==> src/hdl/brtc_pkg.sv <==
// Package for the belief-ranked top-k cache: sizes, codes, transaction and
// controller/datapath command types. No dependencies.
`default_nettype none
package brtc_pkg;
   localparam int CACHE_DEPTH = 16;
   localparam int BATCH_DEPTH = 16;
   localparam int TABLE_DEPTH = CACHE_DEPTH + BATCH_DEPTH;
   localparam int MEM_DEPTH   = 2 * TABLE_DEPTH;
   localparam int IDX_W       = $clog2(TABLE_DEPTH);
   localparam int ADDR_W      = IDX_W + 1;
   localparam int CNT_W       = $clog2(TABLE_DEPTH + 1);
   localparam int ID_W        = 64;
   localparam int BEL_W       = 16;
   localparam int HIT_W       = 16;
   localparam int CAP_W       = 5;
   localparam int TOT_W       = 32;

   localparam logic [1:0] KIND_LOOKUP = 2'd0;
   localparam logic [1:0] KIND_KEEP   = 2'd1;
   localparam logic [1:0] KIND_EVICT  = 2'd2;

   localparam logic ACT_MERGE  = 1'b0;
   localparam logic ACT_LOOKUP = 1'b1;

   typedef struct packed {
      logic              action;
      logic [ID_W-1:0]   item_id;
      logic [BEL_W-1:0]  belief;
      logic [HIT_W-1:0]  initial_hits;
      logic              count_hit;
      logic              batch_last;
   } req_type;

   typedef struct packed {
      logic [1:0]        kind;
      logic [ID_W-1:0]   out_id;
      logic [BEL_W-1:0]  out_belief;
      logic [HIT_W-1:0]  out_hits;
      logic              found;
      logic              last_of_run;
      logic [TOT_W-1:0]  unused_count;
      logic [TOT_W-1:0]  insertion_count;
   } rsp_type;

   typedef struct packed {
      logic             latch;
      logic             rd_en;
      logic             rd_sorted;
      logic [IDX_W-1:0] rd_idx;
      logic             proc_scan;
      logic             proc_sort;
      logic             best_clr;
      logic             look_load;
      logic             merge_wr;
      logic             sort_start;
      logic             place;
      logic [IDX_W-1:0] rank;
      logic             count_apply;
      logic             list_load;
      logic             finish;
   } cmd_type;

   typedef struct packed {
      logic             is_lookup;
      logic             batch_last;
      logic [CNT_W-1:0] count;
      logic             list_emit;
      logic             out_busy;
   } status_type;
endpackage
`default_nettype wire

==> src/hdl/brtc_ctrl.sv <==
// Sequencer for the cache: scans, selection sort passes and listing.
// Depends on brtc_pkg; drives brtc_datapath through cmd_type.
`default_nettype none
module brtc_ctrl (
   input  wire logic                 clock,
   input  wire logic                 reset,
   input  wire logic                 req_valid,
   output logic                      req_ready,
   input  wire brtc_pkg::status_type stat,
   output brtc_pkg::cmd_type         cmd
);
   import brtc_pkg::*;

   typedef enum logic [3:0] {
      S_IDLE, S_SCAN, S_LOOK_OUT, S_MERGE_WR, S_SORT_INIT, S_SORT_SCAN,
      S_PLACE, S_COUNT, S_LIST_RD, S_LIST_EMIT, S_FINISH
   } state_type;

   state_type        state_ff, state_in;
   logic [CNT_W-1:0] k_ff, k_in;
   logic [CNT_W-1:0] r_ff, r_in;
   logic [CNT_W-1:0] k_next, r_next;

   assign k_next = CNT_W'(k_ff + 1'b1);
   assign r_next = CNT_W'(r_ff + 1'b1);

   always_comb begin
      cmd       = '0;
      state_in  = state_ff;
      k_in      = k_ff;
      r_in      = r_ff;
      req_ready = (state_ff == S_IDLE);
      case (state_ff)
         S_IDLE: begin
            if (req_valid) begin
               cmd.latch    = 1'b1;
               cmd.best_clr = 1'b1;
               k_in         = '0;
               state_in     = S_SCAN;
            end
         end
         S_SCAN: begin
            cmd.rd_en     = (k_ff < stat.count);
            cmd.rd_idx    = k_ff[IDX_W-1:0];
            cmd.proc_scan = (k_ff != '0);
            if (k_ff == stat.count) begin
               state_in = stat.is_lookup ? S_LOOK_OUT : S_MERGE_WR;
            end else begin
               k_in = k_next;
            end
         end
         S_LOOK_OUT: begin
            if (!stat.out_busy) begin
               cmd.look_load = 1'b1;
               state_in      = S_IDLE;
            end
         end
         S_MERGE_WR: begin
            cmd.merge_wr = 1'b1;
            state_in     = stat.batch_last ? S_SORT_INIT : S_IDLE;
         end
         S_SORT_INIT: begin
            cmd.sort_start = 1'b1;
            r_in           = '0;
            k_in           = '0;
            state_in       = S_SORT_SCAN;
         end
         S_SORT_SCAN: begin
            cmd.rd_en     = (k_ff < stat.count);
            cmd.rd_idx    = k_ff[IDX_W-1:0];
            cmd.proc_sort = (k_ff != '0);
            cmd.best_clr  = (k_ff == '0);
            if (k_ff == stat.count) begin
               state_in = S_PLACE;
            end else begin
               k_in = k_next;
            end
         end
         S_PLACE: begin
            cmd.place = 1'b1;
            cmd.rank  = r_ff[IDX_W-1:0];
            k_in      = '0;
            if (r_next == stat.count) begin
               state_in = S_COUNT;
            end else begin
               r_in     = r_next;
               state_in = S_SORT_SCAN;
            end
         end
         S_COUNT: begin
            cmd.count_apply = 1'b1;
            k_in            = '0;
            state_in        = S_LIST_RD;
         end
         S_LIST_RD: begin
            cmd.rd_en     = 1'b1;
            cmd.rd_sorted = 1'b1;
            cmd.rd_idx    = k_ff[IDX_W-1:0];
            state_in      = S_LIST_EMIT;
         end
         S_LIST_EMIT: begin
            cmd.rank = k_ff[IDX_W-1:0];
            if (!stat.list_emit || !stat.out_busy) begin
               cmd.list_load = stat.list_emit;
               if (k_next == stat.count) begin
                  state_in = S_FINISH;
               end else begin
                  k_in     = k_next;
                  state_in = S_LIST_RD;
               end
            end
         end
         S_FINISH: begin
            cmd.finish = 1'b1;
            state_in   = S_IDLE;
         end
         default: state_in = S_IDLE;
      endcase
   end

   always_ff @(posedge clock) begin
      if (reset) begin
         state_ff <= S_IDLE;
         k_ff     <= '0;
         r_ff     <= '0;
      end else begin
         state_ff <= state_in;
         k_ff     <= k_in;
         r_ff     <= r_in;
      end
   end

   a_scan_bound: assert property (@(posedge clock) disable iff (reset)
      (state_ff == S_SCAN || state_ff == S_SORT_SCAN) |-> k_ff <= stat.count)
      else $error("scan index past table count");
   a_place_rank: assert property (@(posedge clock) disable iff (reset)
      cmd.place |-> r_ff < stat.count)
      else $error("sort rank past table count");
   a_accept_idle: assert property (@(posedge clock) disable iff (reset)
      cmd.latch |=> state_ff == S_SCAN)
      else $error("accepted transaction did not start a scan");
endmodule
`default_nettype wire

==> config.mk <==
export PLATFORM = sky130hd
export DESIGN_NAME = brtc_ctrl
export DESIGN_NICKNAME = d
export VERILOG_FILES = /design/src/hdl/brtc_pkg.sv /design/src/hdl/brtc_ctrl.sv
export SDC_FILE = /design/constraint.sdc
export NUM_CORES = 1
export LEC_CHECK = 0
export ABC_CLOCK_PERIOD_IN_PS = 2500
export BUFFER_PORTS_ARGS = -buffer_cell sky130_fd_sc_hd__buf_4
export CORE_MARGIN = 4
export CORE_UTILIZATION = 56
export DETAILED_ROUTE_END_ITERATION = 16
export PLACE_DENSITY = 0.8
export SLEW_MARGIN = 20
export SYNTH_ARGS = -nofsm -noshare
export SYNTH_HDL_FRONTEND = slang
export SYNTH_SLANG_ARGS = --single-unit
==> constraint.sdc <==
create_clock -name clock -period 2.5 [get_ports clock]
set_input_delay 0.5 -clock clock [delete_from_list [all_inputs] [get_ports clock]]
set_output_delay 0.5 -clock clock [all_outputs]
set_load 0.1 [all_outputs]
; Yosys cells after proc, flatten, opt, wreduce, memory -nomap -nowiden
; Cells that the tools add are included.
[totals]
register_bits = 16
inputBits = 13
word_cells = 76
[classes]
n_addsub = 2
order_cmp = 1
eq_ne = 21
muxes = 35
n_reduce_logical = 14
[op_table]
columns = op, n
row1 = $pmux W4 S10, 1
row2 = $mux W6, 5
row3 = $pmux W6 S4, 1
row4 = $mux W4, 5
row5 = $eq A6 B6 Y1, 3
row6 = $eq A4 B3 Y1 const B, 4
row7 = $ne A2 B2 Y1 const B, 8
row8 = $mux W1, 15
row9 = $add A6 B1 Y6 const B, 2
row10 = $eq A4 B4 Y1 const B, 3
row11 = $pmux W6 S2, 1
row12 = $pmux W5 S2, 1
row13 = $reduce_and A5 Y1, 2
row14 = $eq A4 B2 Y1 const B, 2
row15 = $logic_not A6 Y1, 1
row16 = $lt A6 B6 Y1, 1
row17 = $reduce_bool A6 Y1, 1
row18 = $reduce_or A3 Y1, 2
row19 = $mux W5, 1
row20 = $eq A4 B1 Y1 const B, 1
row21 = $logic_not A4 Y1, 1
row22 = $mux W2, 2
row23 = $pmux W1 S2, 2
row24 = $reduce_bool A4 Y1, 1
row25 = other kinds (6), 7

; Logic depth before layout (Yosys ltp)
; Gate-level depths: netlist of run 1.
[depth]
ltp_word = 5
ltp_mapped = 8

; Worst setup path before layout of run 1
; No wires, ideal clock.
[synth_timing]
path_kind = register -> output
startpoint = reg state_ff[3]
endpoint = out cmd[0] (netlist bit)
t_arrival_ps = 2906
slack_ps = -906
stages_incl_launch_ff = 3
n_path_buf = 1
path_cell_list = dfxtp_1 > clkbuf_1 > nor3b_1
[synth_rtl]
columns = item, line_no
row1 = from (decl), brtc_ctrl.sv:19  ; state_type state_ff, state_in;
row2 = from (signal assigned), brtc_ctrl.sv:127  ; state_ff <= state_in;
row3 = to (decl), brtc_ctrl.sv:10  ; output brtc_pkg::cmd_type cmd

==> flow_summary.json, run 1 <==
{
  "postSynth.topFlopCell": "sky130_fd_sc_hd__dfxtp_1",
  "irDropWorstVdd_uv": 397.9,
  "final_net_count": 297,
  "boundaryPins": 37,
  "power_switching_share_pct": 53.46,
  "finalWirelength_um": 5365,
  "timing.hold.worst_path_depth": 4,
  "worst_setup_path_type": "flip-flop to output port",
  "most_frequent_cells_in_the_layout": "sky130_fd_sc_hd__buf_4, sky130_fd_sc_hd__dfxtp_1, sky130_fd_sc_hd__inv_1, sky130_fd_sc_hd__nand3_1",
  "clock_skew_ns": 0.003863,
  "largest_net_degree_at_the_start_of_global_routing": 28,
  "synth.yosys.seq_area_share_pct": 16.82,
  "post_drt_via_cell_ratio": 6.243,
  "cp_max_fo": 11,
  "synthesis.area_um2": 1904,
  "end_kind": "output port",
  "tns_ns": 0,
  "yosys_register_bits": 16,
  "ctsHtreeMaxLevel": 1,
  "cell_pwr_density_nw_per_um2": 580.1,
  "antenna_violating_nets_post_route": 0,
  "async_reset_ff_share_pct": 0,
  "finalWeightedCongestion": 0.9156,
  "hold_viol": 0,
  "count_of_inserted_antenna_diode_cells": 0,
  "synth_top_area_share_pct": 16.82,
  "clock_transition_at_the_registers_of_the_reported_paths_ns": 0.10,
  "max-clock-path-buffers": 2,
  "worst_hold_start": "stat[9]",
  "routed_wire_per_std_cell_um": 16.92,
  "post_synth.cell_area_avg_um2": 8.035,
  "synth_nets": 259,
  "drv_cap": 0,
  "synth_top_area_cell": "sky130_fd_sc_hd__dfxtp_1",
  "rows": 20,
  "core_area_um2": 3153,
  "run_status": "complete, no violations",
  "post_synth_main_area_contributors": "sky130_fd_sc_hd__dfxtp_1, sky130_fd_sc_hd__ha_1, sky130_fd_sc_hd__buf_6",
  "power.share.sequential_pct": 22.6,
  "slew-limit-headroom_pct": 63.13,
  "count_of_input_and_output_buffers": 36,
  "layout_area_growth_over_synthesis_pct": 20.63,
  "placed_instance_count": 315,
  "drc": 0,
  "worst_skew_pair.late_latency_ns": 0.30,
  "hold_path_class": "primary input to flip-flop",
  "timing.reg2reg.worst_path_depth": 6,
  "post_layout_nonfiller_instances": 317,
  "setup_viol": 0,
  "drt_iter0_drc": 205,
  "die_width_um": 66.32,
  "share_of_layout_cells_above_drive_strength_1_pct": 34.80,
  "worst_r2r_dst": "k_ff[0]$_SDFFE_PP0P_",
  "post_cts.repair.setup_buffers": 0,
  "synth_edf_count": 0,
  "final_critical_path_required_period_ns": 2.382,
  "post-dp-hpwl_um": 4142,
  "postLayoutCoreUtil_pct": 72.86,
  "rsz_0062_raised_after_global_routing": "false",
  "grt_antenna_before_repair": 0,
  "die_h_um": 66.32,
  "timing.final.crit_share_pct": 95.28,
  "initial_utilization_pct": 60.40,
  "synthDistinctLibCells": 70,
  "final_common_cell": "sky130_fd_sc_hd__buf_4",
  "cell_internal_pwr_mw": 0.6202,
  "worst_pin_slew_ns": 0.5523,
  "ctsHoldBuffers": 0,
  "logic_gate_share_of_total_power_pct": 66.1,
  "share_clk_of_total_power_pct": 11.3,
  "clock_sink_count": 16,
  "synthesis.instances": 237,
  "synth.yosys.warnings": 0,
  "critPathArrivalTime_ns": 1.88,
  "remaining_global_route_overflow": 0,
  "drt_first_pass_iters": 4,
  "groute.usage.overall_pct": 26.34,
  "cts_root_buffer": "sky130_fd_sc_hd__clkbuf_4",
  "endpoint_worst_hold": "state_ff[0]$_SDFFE_PP0P_",
  "first_global_vias": 1798,
  "reg2reg_slack_ns": 0.24,
  "netSwitchingPower_mw": 0.7123,
  "timing.fmax_mhz": 419.8,
  "worst_endpoint_required_time_ns": 2.00,
  "clock_tree_from_tritoncts": "done",
  "first_pass_grt_wire_length_um": 8942,
  "via_total_after_detailed_routing": 1979,
  "timing_max_transition_violations_final": 0,
  "worstSetupStartpointType": "flip-flop",
  "static-leakage-power_nw": 1.006,
  "crit-reg2reg-launch": "k_ff[2]$_SDFFE_PP0P_",
  "tritoncts.num_buffers": 3,
  "dieArea_um2": 4398
}
[worst max path at each step]
stage | startpoint | to | slack [ns] | cells past startpoint
after floorplan | state_ff[3]$_SDFFE_PP0P_ | cmd[15] | -0.88 | 3
after global placement | stat[6] | cmd[21] | -0.05 | 8
after detailed placement | stat[6] | cmd[21] | -0.16 | 8
after CTS | state_ff[1]$_SDFFE_PP0P_ | cmd[1] | 0.05 | 4
after global routing | k_ff[2]$_SDFFE_PP0P_ | cmd[21] | 0.03 | 5
final | state_ff[0]$_SDFFE_PP0P_ | cmd[7] | 0.12 | 6
[what timing repair did]
item | in CTS | in global routing
resized for setup | 5 | 4
setup endpoints to repair | 1 | 9
pin swaps | 1 | 0
[worst max-delay path, cell delays in order, from the launching register on]
cell	delay, ns
sky130_fd_sc_hd__dfxtp_1	0.37
sky130_fd_sc_hd__buf_4	0.19
sky130_fd_sc_hd__nor2_2	0.20
sky130_fd_sc_hd__nand3_2	0.12
sky130_fd_sc_hd__inv_2	0.23
sky130_fd_sc_hd__a22o_2	0.18
sky130_fd_sc_hd__buf_4	0.28
[cell usage after synthesis (3+ instances only)]
cell / count
sky130_fd_sc_hd__dfxtp_1: 16
sky130_fd_sc_hd__xor2_1: 7
sky130_fd_sc_hd__nand2b_1: 4
sky130_fd_sc_hd__clkbuf_1: 4
sky130_fd_sc_hd__nand3b_1: 3
sky130_fd_sc_hd__nor3_1: 12
sky130_fd_sc_hd__nor2b_1: 3
sky130_fd_sc_hd__nand2_1: 11
sky130_fd_sc_hd__buf_4: 6
sky130_fd_sc_hd__inv_1: 13
sky130_fd_sc_hd__nand3_1: 13
sky130_fd_sc_hd__or4_1: 4
sky130_fd_sc_hd__o21ai_0: 8
sky130_fd_sc_hd__o21ai_1: 3
sky130_fd_sc_hd__a31oi_1: 6
sky130_fd_sc_hd__and3_1: 9
sky130_fd_sc_hd__a21oi_1: 11
sky130_fd_sc_hd__nand4_1: 4
sky130_fd_sc_hd__nor2_1: 13
sky130_fd_sc_hd__nor3b_1: 5
sky130_fd_sc_hd__ha_1: 9
sky130_fd_sc_hd__buf_6: 6
sky130_fd_sc_hd__a22o_1: 4
sky130_fd_sc_hd__xnor2_1: 3
[power by group through the flow]
stage	sequential, mW	combinational [mW]	clock, mW
CTS	0.299	0.875	0.150
floorplan	0.292	0.672	0
global placement	0.303	0.828	0
finish	0.302	0.881	0.150
detailed placement	0.304	0.844	0
global route	0.303	0.941	0.159
[logic make-up after synthesis]
logic type	Yosys count	share of synthesized area, %
AO/OA/AOI/OAI	58	24.11
XOR/XNOR	13	7.162
adder cells (fa/ha/maj)	9	5.913
buffers and inverters	33	10.31
flip-flops	16	16.82
multiplexers	6	3.613
AND/OR/NAND/NOR	102	32.06
[metal layers]
| metal | global-route usage, % | vias up | routed length [um] |
|---|---|---|---|
| li1 | - | 959 | - |
| met1 | 34.18 | 942 | 2379 |
| met2 | 42.01 | 64 | 2560 |
| met3 | 5.102 | 14 | 276 |
| met4 | 11.17 | 0 | 149 |
| met5 | 0 | - | 0 |
[registers in the layout, indices dropped and copies added, names as in the netlist]
signal / cells
k_ff: 6
r_ff: 6
state_ff: 4
[cell type report]
class	instances	area, um2
Timing Repair Buffer	51	395.4
Inverter	15	58.81
Tap cell	44	55.05
Clock buffer	3	22.52
Multi-Input combinational cell	188	1445
Fill cell	268	855.8
Sequential cell	16	320.3
[per-stage QoR]
step	setup slack, ns	instance area [um2]	total power, mW	hold WS [ns]
floorplan	-0.8786	1933	0.9642	0.5055
CTS	0.04913	2282	1.324	0.5174
finish	0.1181	2297	1.333	0.5166
global placement	-0.04916	2241	1.131	0.5091
detailed placement	-0.1608	2241	1.148	0.5140
global route	0.03142	2297	1.402	0.5590
No activity file was read; power rests on OpenSTA's default activity.
==> run 2, diff against run 1 <==
--- a/config.mk
+++ b/config.mk
@@ -5,10 +5,11 @@
 export SDC_FILE = /design/constraint.sdc
 export NUM_CORES = 1
 export LEC_CHECK = 0
+export ABC_AREA = 1
 export ABC_CLOCK_PERIOD_IN_PS = 2500
 export BUFFER_PORTS_ARGS = -buffer_cell sky130_fd_sc_hd__buf_4
 export CORE_MARGIN = 4
-export CORE_UTILIZATION = 56
+export CORE_UTILIZATION = 54
 export DETAILED_ROUTE_END_ITERATION = 16
 export PLACE_DENSITY = 0.8
 export SLEW_MARGIN = 20
==> run 2 against run 1 <==
  * Die area is 15% lower
  * Sequential cell count stayed put
  * Combinational power is 60% higher
  * Critical endpoint is now cmd[12]
  * Sequential power is 41% higher
  * Synthesized area is 20% lower
  * Via count is 12% lower
==> flow_summary.json, run 2 <==
{
  "post_layout_nonfiller_instances": 328,
  "dieArea_um2": 3733,
  "run_status": "complete, no violations",
  "core_area_um2": 2590,
  "worst_endpoint_required_time_ns": 2.00,
  "cp_max_fo": 6,
  "drt_first_pass_iters": 5,
  "irDropWorstVdd_uv": 1035,
  "first_pass_grt_wire_length_um": 6789,
  "setup_viol": 0,
  "final_common_cell": "sky130_fd_sc_hd__nand2_1",
  "timing.fmax_mhz": 418.1,
  "synth_nets": 283,
  "finalWeightedCongestion": 1.008,
  "first_global_vias": 1488,
  "synthesis.instances": 261,
  "post_synth.cell_area_avg_um2": 5.834,
  "worst_r2r_dst": "k_ff[0]$_SDFFE_PP0P_",
  "drc": 0,
  "rsz_0062_raised_after_global_routing": "false",
  "worstSetupStartpointType": "flip-flop",
  "clock_tree_from_tritoncts": "done",
  "mux_share_of_post_synthesis_cell_area_pct": 0,
  "drt_iter0_drc": 159,
  "clock_transition_at_the_registers_of_the_reported_paths_ns": 0.10,
  "ctsHtreeMaxLevel": 1,
  "synth_compound_gate_area_share_pct": 12.41,
  "postSynth.topFlopCell": "sky130_fd_sc_hd__dfxtp_1",
  "most_frequent_cells_in_the_layout": "sky130_fd_sc_hd__nand2_1, sky130_fd_sc_hd__nor2_1, sky130_fd_sc_hd__buf_4",
  "antenna_violating_nets_post_route": 0,
  "synth_top_area_share_pct": 21.04,
  "post_drt_via_cell_ratio": 5.338,
  "final_net_count": 322,
  "synth_edf_count": 0,
  "synthDistinctLibCells": 29,
  "largest_net_degree_at_the_start_of_global_routing": 14,
  "reg.largest.list": "k_ff (6), r_ff (6), state_ff (4)",
  "max-clock-path-buffers": 2,
  "layout_area_growth_over_synthesis_pct": 28.51,
  "worst_setup_path_endpoint": "cmd[12]",
  "end_kind": "output port",
  "initial_utilization_pct": 58.79,
  "boundaryPins": 37,
  "worst_skew_pair.late_latency_ns": 0.29,
  "final_critical_path_required_period_ns": 2.392,
  "ctsHoldBuffers": 0,
  "hold_viol": 0,
  "clock_sink_count": 16,
  "most_numerous_cell_in_the_yosys_netlist": "sky130_fd_sc_hd__nand2_1",
  "synthXorXnorAreaFrac_pct": 1.150,
  "synth.yosys.seq_area_share_pct": 21.04,
  "async_reset_ff_share_pct": 0,
  "crit-reg2reg-launch": "k_ff[1]$_SDFFE_PP0P_",
  "critPathArrivalTime_ns": 1.89,
  "placed_instance_count": 325,
  "synth_adder_area_share_pct": 7.395,
  "synth.yosys.warnings": 0,
  "combinational_family_with_the_most_area_after_synthesis": "simple AND/OR/NAND/NOR gates",
  "synth_simple_gate_area_share_pct": 46.51,
  "via_total_after_detailed_routing": 1751,
  "worst_setup_path_type": "flip-flop to output port",
  "worst_slack_ns": 0.1081,
  "tns_ns": 0,
  "synth_common_cells": "sky130_fd_sc_hd__nand2_1, sky130_fd_sc_hd__nor2_1, sky130_fd_sc_hd__inv_1",
  "timing_max_transition_violations_final": 0,
  "finalWirelength_um": 4147,
  "rows": 18,
  "preCtsSetupSlack_ns": 0.3079,
  "post_synth_main_area_contributors": "sky130_fd_sc_hd__dfxtp_1, sky130_fd_sc_hd__nand2_1, sky130_fd_sc_hd__nor2_1",
  "groute.usage.overall_pct": 23.65,
  "crit_path_start": "state_ff[0]$_SDFFE_PP0P_",
  "clock_skew_ns": 0.006285,
  "worst_pin_slew_ns": 0.4805,
  "post-dp-hpwl_um": 3361,
  "postLayoutCoreUtil_pct": 75.56,
  "hold_path_class": "primary input to flip-flop",
  "reg2reg_slack_ns": 0.52,
  "remaining_global_route_overflow": 0,
  "synth_top_area_cell": "sky130_fd_sc_hd__dfxtp_1",
  "synthesis.area_um2": 1523,
  "count_of_input_and_output_buffers": 36,
  "die_h_um": 61.10,
  "die_width_um": 61.10,
  "drv_cap": 0,
  "cts-resized-gates": 0,
  "share_of_layout_cells_above_drive_strength_1_pct": 27.52,
  "timing.reg2reg.worst_path_depth": 12,
  "slew-limit-headroom_pct": 67.93,
  "grt_antenna_before_repair": 0,
  "cell_pwr_density_nw_per_um2": 1015,
  "post_cts.repair.setup_buffers": 0,
  "timing.final.crit_share_pct": 95.68,
  "yosys_register_bits": 16,
  "tritoncts.num_buffers": 3,
  "static-leakage-power_nw": 0.8936,
  "count_of_inserted_antenna_diode_cells": 0,
  "routed_wire_per_std_cell_um": 12.64,
  "cts_root_buffer": "sky130_fd_sc_hd__clkbuf_4"
}
-- run 2: cell count changes in the layout (fill, tap and decap cells not counted), sizes merged, moves of 7 or more --
| cell | before | now |
|---|---|---|
| nand2 | 11 | 67 |
| nor2 | 14 | 63 |
| inv | 15 | 39 |
| buf | 51 | 37 |
| and3 | 10 | 0 |
| nor3 | 12 | 2 |
| nand3 | 14 | 22 |
| xor2 | 8 | 1 |
-- run 2: layout make-up --
class	instances	area, um2
Clock buffer	3	22.52
Fill cell	225	633.1
Inverter	39	148.9
Multi-Input combinational cell	203	1150
Sequential cell	16	320.3
Tap cell	30	37.54
Timing Repair Buffer	37	277.8
-- run 2: power breakdown --
group          leakage, nW  internal, mW  switching [mW]  total [mW]
combinational        0.749         0.360            1.05        1.41
clock               0.0138        0.0561          0.0893       0.145
sequential           0.130         0.321           0.105       0.426
-- run 2: stage by stage --
step | hold WS, ns | power (mW) | instance area, um2
after global routing | 0.3799 | 2.135 | 1957
after floorplan | 0.4721 | 1.559 | 1643
final | 0.3936 | 1.985 | 1957
after detailed placement | 0.4947 | 1.831 | 1932
after CTS | 0.3908 | 1.977 | 1954
after global placement | 0.4941 | 1.820 | 1932
-- run 2: worst max-delay path, cell delays in order, from the launching register on --
cell and delay, ns:
sky130_fd_sc_hd__dfxtp_1 0.44, sky130_fd_sc_hd__nand2_2 0.12, sky130_fd_sc_hd__nor2_2 0.28, sky130_fd_sc_hd__inv_1 0.16, sky130_fd_sc_hd__o32ai_4 0.27, sky130_fd_sc_hd__buf_4 0.33
-- run 2: cells by family after synthesis --
family / after synthesis
AO/OA/AOI/OAI: 33
XOR/XNOR: 2
adder cells (fa/ha/maj): 9
buffers and inverters: 42
flip-flops: 16
AND/OR/NAND/NOR: 159
-- run 2: metal layers --
layer  up-vias  GRT usage [%]  share of wire, %
met4         0          5.263              0.99
met2        57          36.40                44
li1        914              -                 -
met5         -              0                 0
met3         6          3.774               5.8
met1       774          34.46                49
-- run 2: worst min-delay path by stage --
stage                                    end                 start  depth (start not counted)  slack, ns
floorplan               r_ff[5]$_SDFFE_PP0P_  r_ff[5]$_SDFFE_PP0P_                          2       0.47
global placement        r_ff[5]$_SDFFE_PP0P_  r_ff[5]$_SDFFE_PP0P_                          2       0.49
detailed placement      r_ff[5]$_SDFFE_PP0P_  r_ff[5]$_SDFFE_PP0P_                          2       0.49
CTS                 state_ff[1]$_SDFFE_PP0P_                 reset                          2       0.39
global route        state_ff[1]$_SDFFE_PP0P_                 reset                          2       0.38
finish              state_ff[1]$_SDFFE_PP0P_                 reset                          2       0.39
==> run 3, diff against run 2 <==
--- a/config.mk
+++ b/config.mk
@@ -9,9 +9,9 @@
 export ABC_CLOCK_PERIOD_IN_PS = 2500
 export BUFFER_PORTS_ARGS = -buffer_cell sky130_fd_sc_hd__buf_4
 export CORE_MARGIN = 4
-export CORE_UTILIZATION = 54
+export CORE_UTILIZATION = 45
 export DETAILED_ROUTE_END_ITERATION = 16
-export PLACE_DENSITY = 0.8
+export PLACE_DENSITY = 0.68
 export SLEW_MARGIN = 20
 export SYNTH_ARGS = -nofsm -noshare
 export SYNTH_HDL_FRONTEND = slang
==> run 3 against run 2 <==
  * Setup slack improved by 0.041 ns
  * Maximum frequency grew 1.8%
  * Utilization decreased by 12 points
  * Final cell count grew 4.6%
  * Sequential cell count did not move
  * Combinational power hardly changed
==> flow_summary.json, run 3 (synthesis results as in run 2) <==
{
  "static-leakage-power_nw": 0.9054,
  "via_total_after_detailed_routing": 1681,
  "timing.fmax_mhz": 425.4,
  "setup_viol": 0,
  "worst_slack_ns": 0.1493,
  "share_of_layout_cells_above_drive_strength_1_pct": 27.76,
  "finalWeightedCongestion": 0.9379,
  "final_critical_path_required_period_ns": 2.351,
  "clock_skew_ns": 0.0006500,
  "reg2reg_slack_ns": 0.46,
  "first_global_vias": 1542,
  "drc": 0,
  "worstSetupStartpointType": "flip-flop",
  "clock_transition_at_the_registers_of_the_reported_paths_ns": 0.10,
  "reg.largest.list": "k_ff (6), r_ff (6), state_ff (4)",
  "worst_endpoint_required_time_ns": 2.00,
  "worst_skew_pair.late_latency_ns": 0.29,
  "routed_wire_per_std_cell_um": 12.31,
  "cell_pwr_density_nw_per_um2": 1005,
  "drt_first_pass_iters": 4,
  "post-dp-hpwl_um": 3507,
  "p_total_mw": 2.022,
  "ctsHtreeMaxLevel": 1,
  "initial_utilization_pct": 48.29,
  "finalWirelength_um": 4221,
  "final.fill_count": 324,
  "tns_ns": 0,
  "clock_tree_from_tritoncts": "done",
  "placed_instance_count": 339,
  "preCtsSetupSlack_ns": 0.2735,
  "layout_area_growth_over_synthesis_pct": 32.05,
  "dieArea_um2": 4378,
  "worst_pin_slew_ns": 0.4750,
  "post_cts.repair.setup_buffers": 0,
  "rsz_0062_raised_after_global_routing": "false",
  "most_frequent_cells_in_the_layout": "sky130_fd_sc_hd__nand2_1, sky130_fd_sc_hd__nor2_1, sky130_fd_sc_hd__inv_1, sky130_fd_sc_hd__buf_4, sky130_fd_sc_hd__nand3_1",
  "endpoint_worst_hold": "state_ff[2]$_SDFFE_PP0P_",
  "cp_max_fo": 6,
  "largest_net_degree_at_the_start_of_global_routing": 14,
  "hold_viol": 0,
  "boundaryPins": 37,
  "post_drt_via_cell_ratio": 4.901,
  "cts-resized-gates": 0,
  "groute.usage.overall_pct": 20.63,
  "final_common_cell": "sky130_fd_sc_hd__nand2_1",
  "count_of_input_and_output_buffers": 36,
  "remaining_global_route_overflow": 0,
  "hold_path_class": "primary input to flip-flop",
  "timing.final.crit_share_pct": 94.03,
  "timing.hold.worst_path_depth": 2,
  "worst_hold_start": "reset",
  "count_of_inserted_antenna_diode_cells": 0,
  "post_layout_nonfiller_instances": 343,
  "timing.reg2reg.worst_path_depth": 12,
  "die_width_um": 66.17,
  "ctsHoldBuffers": 0,
  "final_net_count": 322,
  "grt_antenna_before_repair": 0,
  "crit-reg2reg-launch": "k_ff[0]$_SDFFE_PP0P_",
  "place_area_um2": 1949,
  "critPathArrivalTime_ns": 1.85,
  "cts_root_buffer": "sky130_fd_sc_hd__clkbuf_4",
  "rows": 20,
  "clock_sink_count": 16,
  "first_pass_grt_wire_length_um": 7065,
  "die_h_um": 66.17,
  "worst_setup_path_type": "flip-flop to output port",
  "worst_r2r_dst": "k_ff[5]$_SDFFE_PP0P_",
  "slew-limit-headroom_pct": 68.30,
  "postLayoutCellArea_um2": 2011,
  "run_status": "complete, no violations",
  "tritoncts.num_buffers": 3,
  "timing_max_transition_violations_final": 0,
  "irDropWorstVdd_uv": 578.5,
  "antenna_violating_nets_post_route": 0,
  "drv_cap": 0,
  "drt_iter0_drc": 103,
  "max-clock-path-buffers": 2,
  "core_area_um2": 3153,
  "end_kind": "output port"
}
[run 3: cell count changes in the layout (fill, tap and decap cells not counted)]
cell / previous run / this run
sky130_fd_sc_hd__clkbuf_8: 0 / 1
sky130_fd_sc_hd__buf_4: 37 / 31
sky130_fd_sc_hd__buf_6: 0 / 6
[run 3: critical path: stages, from the launching register on]
cell and delay (ns):
sky130_fd_sc_hd__dfxtp_1 0.47, sky130_fd_sc_hd__nand2_2 0.13, sky130_fd_sc_hd__nor2_2 0.26, sky130_fd_sc_hd__inv_1 0.16
sky130_fd_sc_hd__o32ai_4 0.28, sky130_fd_sc_hd__buf_6 0.26
[run 3: worst max path at each step]
stage | cells after the start | startpoint | to
final | 5 | state_ff[0]$_SDFFE_PP0P_ | cmd[12]
after global routing | 7 | k_ff[0]$_SDFFE_PP0P_ | cmd[21]
after global placement | 9 | stat[7] | cmd[21]
after detailed placement | 9 | stat[7] | cmd[21]
after floorplan | 4 | state_ff[3]$_SDFFE_PP0P_ | cmd[15]
after CTS | 6 | state_ff[0]$_SDFFE_PP0P_ | cmd[15]
[run 3: stage by stage]
stage,hold slack [ns],util [%]
after global placement,0.4923,61.83
after floorplan,0.4721,-
after detailed placement,0.5018,61.83
final,0.3852,63.77
after CTS,0.3761,62.98
after global routing,0.3754,63.77
[run 3: where the power goes]
group / internal (mW) / switching [mW] / total (mW)
clock network: 0.0887 / 0.0901 / 0.179
registers: 0.321 / 0.103 / 0.424
logic: 0.364 / 1.06 / 1.42
total: 0.773 / 1.25 / 2.02
[run 3: layer usage]
layer,GRT usage (%),vias up,wire length (um)
met5,0,-,0
met4,5.838,0,21
met3,5.102,2,244
met2,30.98,36,1862
met1,28.88,730,2092
li1,-,913,-
[run 3: area by class of cell]
cell class | instances | area, um2 | share of cell area, %
clock buffers | 4 | 36.28 | 1.805
inverters | 39 | 148.9 | 7.405
multi-input cells | 203 | 1150 | 57.19
flip-flops and latches | 16 | 320.3 | 15.93
well taps | 44 | 55.05 | 2.738
repair buffers | 37 | 300.3 | 14.93
